==> config.mk <==
export PLATFORM = sky130hd
export DESIGN_NAME = indexed_greedy_bipartite_match
export DESIGN_NICKNAME = d
export VERILOG_FILES = /design/src/rtl/igbm_pkg.sv /design/src/rtl/indexed_greedy_bipartite_match.sv /design/src/rtl/igbm_ctrl.sv /design/src/rtl/igbm_dpath.sv
export SDC_FILE = /design/constraint.sdc
export NUM_CORES = 1
export LEC_CHECK = 0
export ABC_AREA = 1
export BUFFER_PORTS_ARGS = -buffer_cell sky130_fd_sc_hd__buf_2
export CORE_AREA = 2 2 128 223
export CTS_CLUSTER_DIAMETER = 80
export CTS_CLUSTER_SIZE = 8
export DETAILED_ROUTE_END_ITERATION = 10
export DIE_AREA = 0 0 130 225
export HOLD_SLACK_MARGIN = 0.06
export PLACE_DENSITY_LB_ADDON = 0.3
export RECOVER_POWER = 50
export SYNTH_ARGS = -nofsm -noshare
export SYNTH_HDL_FRONTEND = slang
export SYNTH_SLANG_ARGS = --single-unit
export TNS_END_PERCENT = 5
==> constraint.sdc <==
create_clock -name clk_i -period 11.2 [get_ports clk_i]
set_input_delay 2.24 -clock clk_i [delete_from_list [all_inputs] [get_ports clk_i]]
set_output_delay 2.24 -clock clk_i [all_outputs]
set_load 0.02 [all_outputs]
==> src/rtl/igbm_pkg.sv <==
// ----------------------------------------------------------------------------
// igbm_pkg
// Shared widths, register indexes, control/status types and the exhaustion
// check for the indexed greedy bipartite matcher.
// ----------------------------------------------------------------------------
package igbm_pkg;

  localparam int MASK_W      = 8;
  localparam int ADJ_W       = 64;
  localparam int ADJ_BASE_W  = 6;
  localparam int INDEX_W     = 16;
  localparam int COUNT_W     = 4;
  localparam int LEVEL_W     = 3;
  localparam int DEF_MAX_SIZE = 8;

  localparam int CFG_IDX_W  = 2;
  localparam int CFG_DATA_W = ADJ_W;

  localparam logic [CFG_IDX_W-1:0] CFG_ADJACENCY   = CFG_IDX_W'(0);
  localparam logic [CFG_IDX_W-1:0] CFG_ACTIVE_SIZE = CFG_IDX_W'(1);

  localparam logic [COUNT_W-1:0] ACTIVE_SIZE_RST = COUNT_W'(8);

  localparam int MOD_BITS  = 4;
  localparam int MOD_STEPS = INDEX_W / MOD_BITS;
  localparam int STEP_W    = $clog2(MOD_STEPS);

  typedef struct packed {
    logic load;
    logic row_start;
    logic row_next;
    logic mod_step;
    logic pick;
    logic out_load;
  } igbm_cmd_t;

  typedef struct packed {
    logic exh;
    logic size_zero;
    logic row_free;
    logic row_last;
    logic mod_last;
  } igbm_stat_t;

  function automatic logic is_exhausted(input logic [INDEX_W-1:0] index,
                                        input logic [COUNT_W-1:0] fcount);
    logic hit;
    begin
      case (fcount)
        4'd0, 4'd1: hit = (index == INDEX_W'(1));
        4'd2:       hit = (index == INDEX_W'(2));
        4'd3:       hit = (index == INDEX_W'(6));
        4'd4:       hit = (index == INDEX_W'(24));
        4'd5:       hit = (index == INDEX_W'(120));
        4'd6:       hit = (index == INDEX_W'(720));
        4'd7:       hit = (index == INDEX_W'(5040));
        4'd8:       hit = (index == INDEX_W'(40320));
        default:    hit = 1'b0;
      endcase
      return hit;
    end
  endfunction

endpackage

==> src/rtl/indexed_greedy_bipartite_match.sv <==
// ----------------------------------------------------------------------------
// indexed_greedy_bipartite_match
// One index-steered greedy matching step over a configured adjacency matrix.
// ----------------------------------------------------------------------------
// Flow: an exhausted word goes from accept straight to the output register;
//   otherwise each active row is visited, a free one through the modulo unit.
// Throughput: one word at a time, paced by the row walk and the
//   4-bit-per-cycle modulo unit. A new word is taken once the result is in
//   the output register, even while that result is still stalled.
// Reset: adjacency clears, active size becomes 8, no result is pending.
module indexed_greedy_bipartite_match #(
  parameter int MAX_SIZE = igbm_pkg::DEF_MAX_SIZE
) (
  input  logic                              clk_i,
  input  logic                              rst_ni,
  input  logic                              cfg_we_i,
  input  logic [igbm_pkg::CFG_IDX_W-1:0]    cfg_idx_i,
  input  logic [igbm_pkg::CFG_DATA_W-1:0]   cfg_data_i,
  input  logic                              in_valid_i,
  output logic                              in_stall_o,
  input  logic [igbm_pkg::MASK_W-1:0]       free_rows_i,
  input  logic [igbm_pkg::MASK_W-1:0]       free_cols_i,
  input  logic [igbm_pkg::LEVEL_W-1:0]      level_i,
  input  logic [igbm_pkg::INDEX_W-1:0]      choice_index_i,
  input  logic [igbm_pkg::COUNT_W-1:0]      free_count_i,
  output logic                              out_valid_o,
  input  logic                              out_stall_i,
  output logic [igbm_pkg::MASK_W-1:0]       rows_taken_o,
  output logic [igbm_pkg::MASK_W-1:0]       cols_taken_o,
  output logic [igbm_pkg::MASK_W-1:0]       rows_left_o,
  output logic [igbm_pkg::MASK_W-1:0]       cols_left_o,
  output logic [igbm_pkg::COUNT_W-1:0]      taken_count_o,
  output logic                              exhausted_o,
  output logic [igbm_pkg::LEVEL_W-1:0]      level_out_o
);

  igbm_pkg::igbm_cmd_t  cmd;
  igbm_pkg::igbm_stat_t stat;

  igbm_ctrl u_ctrl (
    .clk_i       (clk_i),
    .rst_ni      (rst_ni),
    .in_valid_i  (in_valid_i),
    .in_stall_o  (in_stall_o),
    .out_valid_o (out_valid_o),
    .out_stall_i (out_stall_i),
    .stat_i      (stat),
    .cmd_o       (cmd)
  );

  igbm_dpath #(
    .MAX_SIZE (MAX_SIZE)
  ) u_dpath (
    .clk_i          (clk_i),
    .rst_ni         (rst_ni),
    .cfg_we_i       (cfg_we_i),
    .cfg_idx_i      (cfg_idx_i),
    .cfg_data_i     (cfg_data_i),
    .free_rows_i    (free_rows_i),
    .free_cols_i    (free_cols_i),
    .level_i        (level_i),
    .choice_index_i (choice_index_i),
    .free_count_i   (free_count_i),
    .cmd_i          (cmd),
    .stat_o         (stat),
    .rows_taken_o   (rows_taken_o),
    .cols_taken_o   (cols_taken_o),
    .rows_left_o    (rows_left_o),
    .cols_left_o    (cols_left_o),
    .taken_count_o  (taken_count_o),
    .exhausted_o    (exhausted_o),
    .level_out_o    (level_out_o)
  );

  a_exh_empty: assert property (@(posedge clk_i) disable iff (!rst_ni)
    (out_valid_o && exhausted_o) |->
      (taken_count_o == '0 && rows_taken_o == '0 && cols_taken_o == '0))
    else $error("exhausted word carries matches");

  a_disjoint: assert property (@(posedge clk_i) disable iff (!rst_ni)
    out_valid_o |->
      ((rows_taken_o & rows_left_o) == '0 && (cols_taken_o & cols_left_o) == '0))
    else $error("taken bits still marked free");

  a_count: assert property (@(posedge clk_i) disable iff (!rst_ni)
    out_valid_o |->
      ($countones(rows_taken_o) == int'(taken_count_o) &&
       $countones(cols_taken_o) == int'(taken_count_o)))
    else $error("taken count disagrees with taken masks");

  a_busy: assert property (@(posedge clk_i) disable iff (!rst_ni)
    (in_valid_i && !in_stall_o) |=> in_stall_o)
    else $error("input not held off after accept");

endmodule

==> src/rtl/igbm_ctrl.sv <==
// ----------------------------------------------------------------------------
// igbm_ctrl
// Sequencer: walks the rows, runs the modulo unit for each free row, issues
// the column pick and hands the finished word to the output register.
// ----------------------------------------------------------------------------
module igbm_ctrl (
  input  logic                  clk_i,
  input  logic                  rst_ni,
  input  logic                  in_valid_i,
  output logic                  in_stall_o,
  output logic                  out_valid_o,
  input  logic                  out_stall_i,
  input  igbm_pkg::igbm_stat_t  stat_i,
  output igbm_pkg::igbm_cmd_t   cmd_o
);

  typedef enum logic [2:0] {
    ST_IDLE,
    ST_START,
    ST_ROW,
    ST_MOD,
    ST_PICK,
    ST_FINISH
  } state_e;

  state_e state_q;
  logic   out_valid_q;
  logic   out_free;

  assign out_free    = !out_valid_q || !out_stall_i;
  assign in_stall_o  = (state_q != ST_IDLE);
  assign out_valid_o = out_valid_q;

  always_comb begin
    cmd_o = '0;
    unique case (state_q)
      ST_IDLE: begin
        cmd_o.load = in_valid_i;
      end
      ST_START: begin
      end
      ST_ROW: begin
        cmd_o.row_start = stat_i.row_free;
        cmd_o.row_next  = !stat_i.row_free && !stat_i.row_last;
      end
      ST_MOD: begin
        cmd_o.mod_step = 1'b1;
      end
      ST_PICK: begin
        cmd_o.pick     = 1'b1;
        cmd_o.row_next = !stat_i.row_last;
      end
      ST_FINISH: begin
        cmd_o.out_load = out_free;
      end
      default: begin
      end
    endcase
  end

  always_ff @(posedge clk_i or negedge rst_ni) begin
    if (!rst_ni) begin
      state_q     <= ST_IDLE;
      out_valid_q <= 1'b0;
    end else begin
      if (cmd_o.out_load) begin
        out_valid_q <= 1'b1;
      end else if (!out_stall_i) begin
        out_valid_q <= 1'b0;
      end
      unique case (state_q)
        ST_IDLE: begin
          if (in_valid_i) state_q <= ST_START;
        end
        ST_START: begin
          if (stat_i.exh || stat_i.size_zero) state_q <= ST_FINISH;
          else state_q <= ST_ROW;
        end
        ST_ROW: begin
          if (stat_i.row_free) state_q <= ST_MOD;
          else if (stat_i.row_last) state_q <= ST_FINISH;
        end
        ST_MOD: begin
          if (stat_i.mod_last) state_q <= ST_PICK;
        end
        ST_PICK: begin
          if (stat_i.row_last) state_q <= ST_FINISH;
          else state_q <= ST_ROW;
        end
        ST_FINISH: begin
          if (out_free) state_q <= ST_IDLE;
        end
        default: begin
          state_q <= ST_IDLE;
        end
      endcase
    end
  end

endmodule

==> src/rtl/igbm_dpath.sv <==
// ----------------------------------------------------------------------------
// igbm_dpath
// Datapath: configuration registers, working masks, a modulo unit that
// retires four index bits per cycle, the column pick and the output register.
// ----------------------------------------------------------------------------
module igbm_dpath #(
  parameter int MAX_SIZE = igbm_pkg::DEF_MAX_SIZE
) (
  input  logic                              clk_i,
  input  logic                              rst_ni,
  input  logic                              cfg_we_i,
  input  logic [igbm_pkg::CFG_IDX_W-1:0]    cfg_idx_i,
  input  logic [igbm_pkg::CFG_DATA_W-1:0]   cfg_data_i,
  input  logic [igbm_pkg::MASK_W-1:0]       free_rows_i,
  input  logic [igbm_pkg::MASK_W-1:0]       free_cols_i,
  input  logic [igbm_pkg::LEVEL_W-1:0]      level_i,
  input  logic [igbm_pkg::INDEX_W-1:0]      choice_index_i,
  input  logic [igbm_pkg::COUNT_W-1:0]      free_count_i,
  input  igbm_pkg::igbm_cmd_t               cmd_i,
  output igbm_pkg::igbm_stat_t              stat_o,
  output logic [igbm_pkg::MASK_W-1:0]       rows_taken_o,
  output logic [igbm_pkg::MASK_W-1:0]       cols_taken_o,
  output logic [igbm_pkg::MASK_W-1:0]       rows_left_o,
  output logic [igbm_pkg::MASK_W-1:0]       cols_left_o,
  output logic [igbm_pkg::COUNT_W-1:0]      taken_count_o,
  output logic                              exhausted_o,
  output logic [igbm_pkg::LEVEL_W-1:0]      level_out_o
);

  localparam int IDX_W = (MAX_SIZE > 1) ? $clog2(MAX_SIZE) : 1;

  logic [igbm_pkg::ADJ_W-1:0]    adj_q;
  logic [igbm_pkg::COUNT_W-1:0]  size_cfg_q;

  logic [igbm_pkg::MASK_W-1:0]   rows_q, cols_q, rtaken_q, ctaken_q;
  logic [igbm_pkg::COUNT_W-1:0]  taken_q, fcount_q, div_q, rem_q;
  logic [igbm_pkg::INDEX_W-1:0]  index_q, dvd_q;
  logic [igbm_pkg::LEVEL_W-1:0]  level_q;
  logic                          exh_q;
  logic [IDX_W-1:0]              row_q;
  logic [igbm_pkg::STEP_W-1:0]   step_q;

  logic [igbm_pkg::MASK_W-1:0]   out_rtaken_q, out_ctaken_q, out_rows_q, out_cols_q;
  logic [igbm_pkg::COUNT_W-1:0]  out_taken_q;
  logic                          out_exh_q;
  logic [igbm_pkg::LEVEL_W-1:0]  out_level_q;

  logic [igbm_pkg::COUNT_W-1:0]    size;
  logic [igbm_pkg::COUNT_W-1:0]    div_d;
  logic [igbm_pkg::COUNT_W-1:0]    rem_d;
  logic [igbm_pkg::COUNT_W-1:0]    skip;
  logic [igbm_pkg::ADJ_BASE_W-1:0] adj_base;
  logic [igbm_pkg::MASK_W-1:0]     adj_row, act_mask, cand, sel;
  logic [igbm_pkg::COUNT_W-1:0]    cnt;
  logic                            found;
  logic [igbm_pkg::COUNT_W:0]      part;

  assign size = (size_cfg_q > igbm_pkg::COUNT_W'(MAX_SIZE)) ?
                igbm_pkg::COUNT_W'(MAX_SIZE) : size_cfg_q;

  assign div_d = (fcount_q >= taken_q) ? (fcount_q - taken_q) : (taken_q - fcount_q);
  assign skip  = (div_q == '0) ? '0 : rem_q;

  assign adj_base = igbm_pkg::ADJ_BASE_W'(row_q) << 3;
  assign adj_row  = adj_q[adj_base +: igbm_pkg::MASK_W];

  always_comb begin
    for (int c = 0; c < igbm_pkg::MASK_W; c++) begin
      act_mask[c] = (igbm_pkg::COUNT_W'(c) < size);
    end
  end

  assign cand = cols_q & adj_row & act_mask;

  always_comb begin
    cnt   = '0;
    found = 1'b0;
    sel   = '0;
    for (int c = 0; c < igbm_pkg::MASK_W; c++) begin
      if (cand[c]) begin
        if (!found && (cnt == skip)) begin
          found  = 1'b1;
          sel[c] = 1'b1;
        end
        cnt = cnt + 1'b1;
      end
    end
  end

  always_comb begin
    part  = '0;
    rem_d = rem_q;
    for (int b = 0; b < igbm_pkg::MOD_BITS; b++) begin
      part = {rem_d, dvd_q[igbm_pkg::INDEX_W-1-b]};
      if (part >= {1'b0, div_q}) part = part - {1'b0, div_q};
      rem_d = part[igbm_pkg::COUNT_W-1:0];
    end
  end

  assign stat_o.exh       = exh_q;
  assign stat_o.size_zero = (size == '0);
  assign stat_o.row_free  = rows_q[row_q];
  assign stat_o.row_last  = (igbm_pkg::COUNT_W'(row_q) == (size - 1'b1));
  assign stat_o.mod_last  = (step_q == igbm_pkg::STEP_W'(igbm_pkg::MOD_STEPS - 1));

  always_ff @(posedge clk_i or negedge rst_ni) begin
    if (!rst_ni) begin
      adj_q      <= '0;
      size_cfg_q <= igbm_pkg::ACTIVE_SIZE_RST;
    end else if (cfg_we_i) begin
      unique case (cfg_idx_i)
        igbm_pkg::CFG_ADJACENCY:   adj_q      <= cfg_data_i;
        igbm_pkg::CFG_ACTIVE_SIZE: size_cfg_q <= cfg_data_i[igbm_pkg::COUNT_W-1:0];
        default: begin
        end
      endcase
    end
  end

  always_ff @(posedge clk_i) begin
    if (cmd_i.load) begin
      rows_q   <= free_rows_i;
      cols_q   <= free_cols_i;
      level_q  <= level_i;
      index_q  <= choice_index_i;
      fcount_q <= free_count_i;
      exh_q    <= igbm_pkg::is_exhausted(choice_index_i, free_count_i);
      rtaken_q <= '0;
      ctaken_q <= '0;
      taken_q  <= '0;
      row_q    <= '0;
    end
    if (cmd_i.row_start) begin
      dvd_q  <= index_q;
      rem_q  <= '0;
      div_q  <= div_d;
      step_q <= '0;
    end
    if (cmd_i.mod_step) begin
      dvd_q  <= dvd_q << igbm_pkg::MOD_BITS;
      rem_q  <= rem_d;
      step_q <= step_q + 1'b1;
    end
    if (cmd_i.pick && found) begin
      rows_q            <= rows_q & ~(igbm_pkg::MASK_W'(1) << row_q);
      rtaken_q          <= rtaken_q | (igbm_pkg::MASK_W'(1) << row_q);
      cols_q            <= cols_q & ~sel;
      ctaken_q          <= ctaken_q | sel;
      taken_q           <= taken_q + 1'b1;
    end
    if (cmd_i.row_next) begin
      row_q <= row_q + 1'b1;
    end
    if (cmd_i.out_load) begin
      out_rtaken_q <= rtaken_q;
      out_ctaken_q <= ctaken_q;
      out_rows_q   <= rows_q;
      out_cols_q   <= cols_q;
      out_taken_q  <= taken_q;
      out_exh_q    <= exh_q;
      out_level_q  <= level_q;
    end
  end

  assign rows_taken_o  = out_rtaken_q;
  assign cols_taken_o  = out_ctaken_q;
  assign rows_left_o   = out_rows_q;
  assign cols_left_o   = out_cols_q;
  assign taken_count_o = out_taken_q;
  assign exhausted_o   = out_exh_q;
  assign level_out_o   = out_level_q;

endmodule

==> run metrics <==
final setup fails=0; CP max-delay cell=edfxtp_1; net count after synthesis=1,222; Final #Nets=1,385; post-synth cell types=58; Hold EP=u_dpath.level_out_o[0]$_DFFE_PP_; Hold Path Class=reg2reg; Sink Count=201; Avg Cell Area, Syn=10.2 sq um; global-route wire length before repair=between 40 and 50 mm; Initial Util=39.7%; Die Ht=225 microns; largest net degree at the start of global routing=between 70 and 80; largest area contributor in the netlist=edfxtp_1; sequential-to-total area share from yosys stat=52.0%; period utilization=roughly 57%; Finished Layout Cells=1,620; antenna-violating nets left=0; HP Start=u_dpath.level_q[0]$_DFFE_PP_; prevailing post-synth register cell=edfxtp_1; max-cap check violation count=3; ant diodes=0; Vias/cell=a little over 5; CP Max Fanout=37; Critical Path Sink Type=flip-flop; slowest cell delay on critical path=0.77 ns; GPL Wtd Cong=0.913; origin of the critical flop-to-flop path=u_dpath.row_q[1]$_SDFFCE_PN0P_; CTS tree=built; DRT iter0 DRCs=427; H-tree Lvls=1; Critical Path Source Type=flip-flop; setup TNS=0 ns; postcts setup bufs=0; failing checks=capacitance limit, slew limit; FFs w/ async S/R, synth=35.8%; critical path type=reg2reg; Post-synth top cells=nand2_1 (196), edfxtp_1 (125), inv_1 (110); top cells by area, synth=edfxtp_1 (35%), dfrtp_1 (16%), nand2_1 (6.8%); Routed WL=a little under 30 mm; Area growth syn-to-layout=17.5%; area of the multi-input gates=between 0.004 and 0.005 sq mm; worst setup path start=u_dpath.row_q[1]$_SDFFCE_PN0P_; min Tclk post-route=6.35 ns; wire per inst=18.0 microns; I/O Pins=152; headroom to the max-slew limit=-159%; Synth top area share=34.6%; reg2reg end=u_dpath.cols_q[5]$_DFFE_PP_; Core Box Area=0.0273 sq mm; Root Driver=clkbuf_16; Total GRT Usage=between 20% and 30%; hpwl dp=21.9 mm; via count=8,146; hold_buf cts=0; IO Port Bufs=151; share of layout cells above drive strength 1=24.7%; # DRC=0; Syn Inst Count=1,065; vias in the first global route=8,384; Crit path top cell by count=nand2_1; most numerous cell in the Yosys netlist=nand2_1; maximum VDD drop=around 0.00024 V; Yosys warnings=0; Clock Path Buffers=3; outcome=finished, violations left; flops & latches, synth=201; drt pass-1 iters=5; Hold Crit Depth=0; die width=130 microns; die area=~0.029 sq mm; final hold vios=0; fillers=roughly 2,600; leakage=0.00557 uW; Required @ worst endpoint=about 11 ns; max-slew violation count=183; worst endpoint data arrival time=6.50 ns; worst r2r path cells=29; total CTS buffers=29; # resized after CTS=0; Overall Power=3690 uW; EDFF count, synth=125; Worst Tran Pin Value=3.88 ns; Inst Count DP=1,566; fmax=~0.16 GHz; Cell Rows=80; FF+latch area=around 0.0056 sq mm; RSZ-0062 raised after global routing=false; GRT overflow=0; clock latency on the worst-skew pair=0.54 ns; final clock skew=0.0151 ns; mapped cell area=0.0108 sq mm; power per cell area=approximately 290 mW/mm^2; initial antenna violation count=0; flop2flop setup slack=4.85 ns; Worst-path clk slew=0.05 ns
kinds of logic after synthesis:
group | share of synthesized area (%)
flip-flops | 52.0
buffers and inverters | 5.74
XOR/XNOR | 1.86
adder cells (fa/ha/maj) | 5.84
AO/OA/AOI/OAI | 7.62
AND/OR/NAND/NOR | 20.8
multiplexers | 6.21
worst max path at each step:
stage,end,slack [ns]
after detailed placement,u_dpath.ctaken_q[6]$_SDFFCE_PP0P_,5.04
after global routing,u_dpath.ctaken_q[2]$_SDFFCE_PP0P_,4.34
final,u_dpath.cols_q[5]$_DFFE_PP_,4.85
after floorplan,u_dpath.cols_q[0]$_DFFE_PP_,5.59
after global placement,u_dpath.cols_q[1]$_DFFE_PP_,5.13
after CTS,u_dpath.rows_q[1]$_DFFE_PP_,5.02
layout make-up:
| type | count | share of cell area, % |
|---|---|---|
| clock buffer | 52 | 6.37 |
| multi-input combinational | 719 | 36.1 |
| sequential | 201 | 44.2 |
| clock inverter | 2 | 0.137 |
| tap | 369 | 3.62 |
| timing repair buffer | 159 | 6.04 |
| inverter | 118 | 3.48 |
cell usage in the layout (no fill, tap or decap), types with 3 or more instances in the layout:
cell,instances
nand2_1,195
buf_2,129
edfxtp_1,125
inv_1,111
nor2_1,82
dfrtp_1,71
nand3_1,69
mux2_2,58
o21ai_0,55
clkbuf_1,50
a21oi_1,42
ha_1,41
nand2_2,30
clkbuf_16,29
nor2_4,22
xor2_1,16
nand4_1,11
nand3_2,9
nor3_1,8
a22o_1,8
a211oi_1,7
xnor2_1,7
nor2_2,6
fa_1,6
inv_2,5
o221ai_1,5
dfxtp_1,4
o211ai_1,3
or2_2,3
o2111ai_1,3
nand3_4,3
buf_4,3
registers in the layout, summed over array words and instances (netlist names), 8 cells and up:
register              cells
u_dpath.cols_taken_o      8
u_dpath.rows_taken_o      8
u_dpath.ctaken_q          8
u_dpath.dvd_q            16
u_dpath.cols_q            8
u_dpath.rows_left_o       8
u_dpath.index_q          16
u_dpath.rows_q            8
u_dpath.adj_q            64
u_dpath.rtaken_q          8
u_dpath.cols_left_o       8
per-stage QoR:
stage	hold slack [ns]	worst slack [ns]	utilization, %	instance area, sq um
after CTS	0.422	5.02	46.8	12800
final	0.419	4.85	46.6	12700
after global routing	0.446	4.34	46.6	12700
after floorplan	0.400	5.59	-	10800
after detailed placement	0.411	5.04	43.8	12000
after global placement	0.433	5.13	43.8	12000
critical path, delay by kind of cell (launching register included):
family,cells,cell delay [ns]
buf+inv,4,0.70
flops,1,0.77
fa+ha+maj,5,1.40
compound gates,3,0.84
simple gates,17,2.19
per-layer routing:
layer / GRT usage (%) / share of wire (%)
met3: 2.52 / 3.7
met5: 0 / 0
met1: 20.2 / 36
met4: 10.4 / 5.1
met2: 38.8 / 56
power by group:
| part | internal, uW | switching (uW) |
|---|---|---|
| Clock | 483 | 311 |
| Combinational | 598 | 1170 |
| Sequential | 1020 | 110 |
Power figures use the tool's default switching activity.
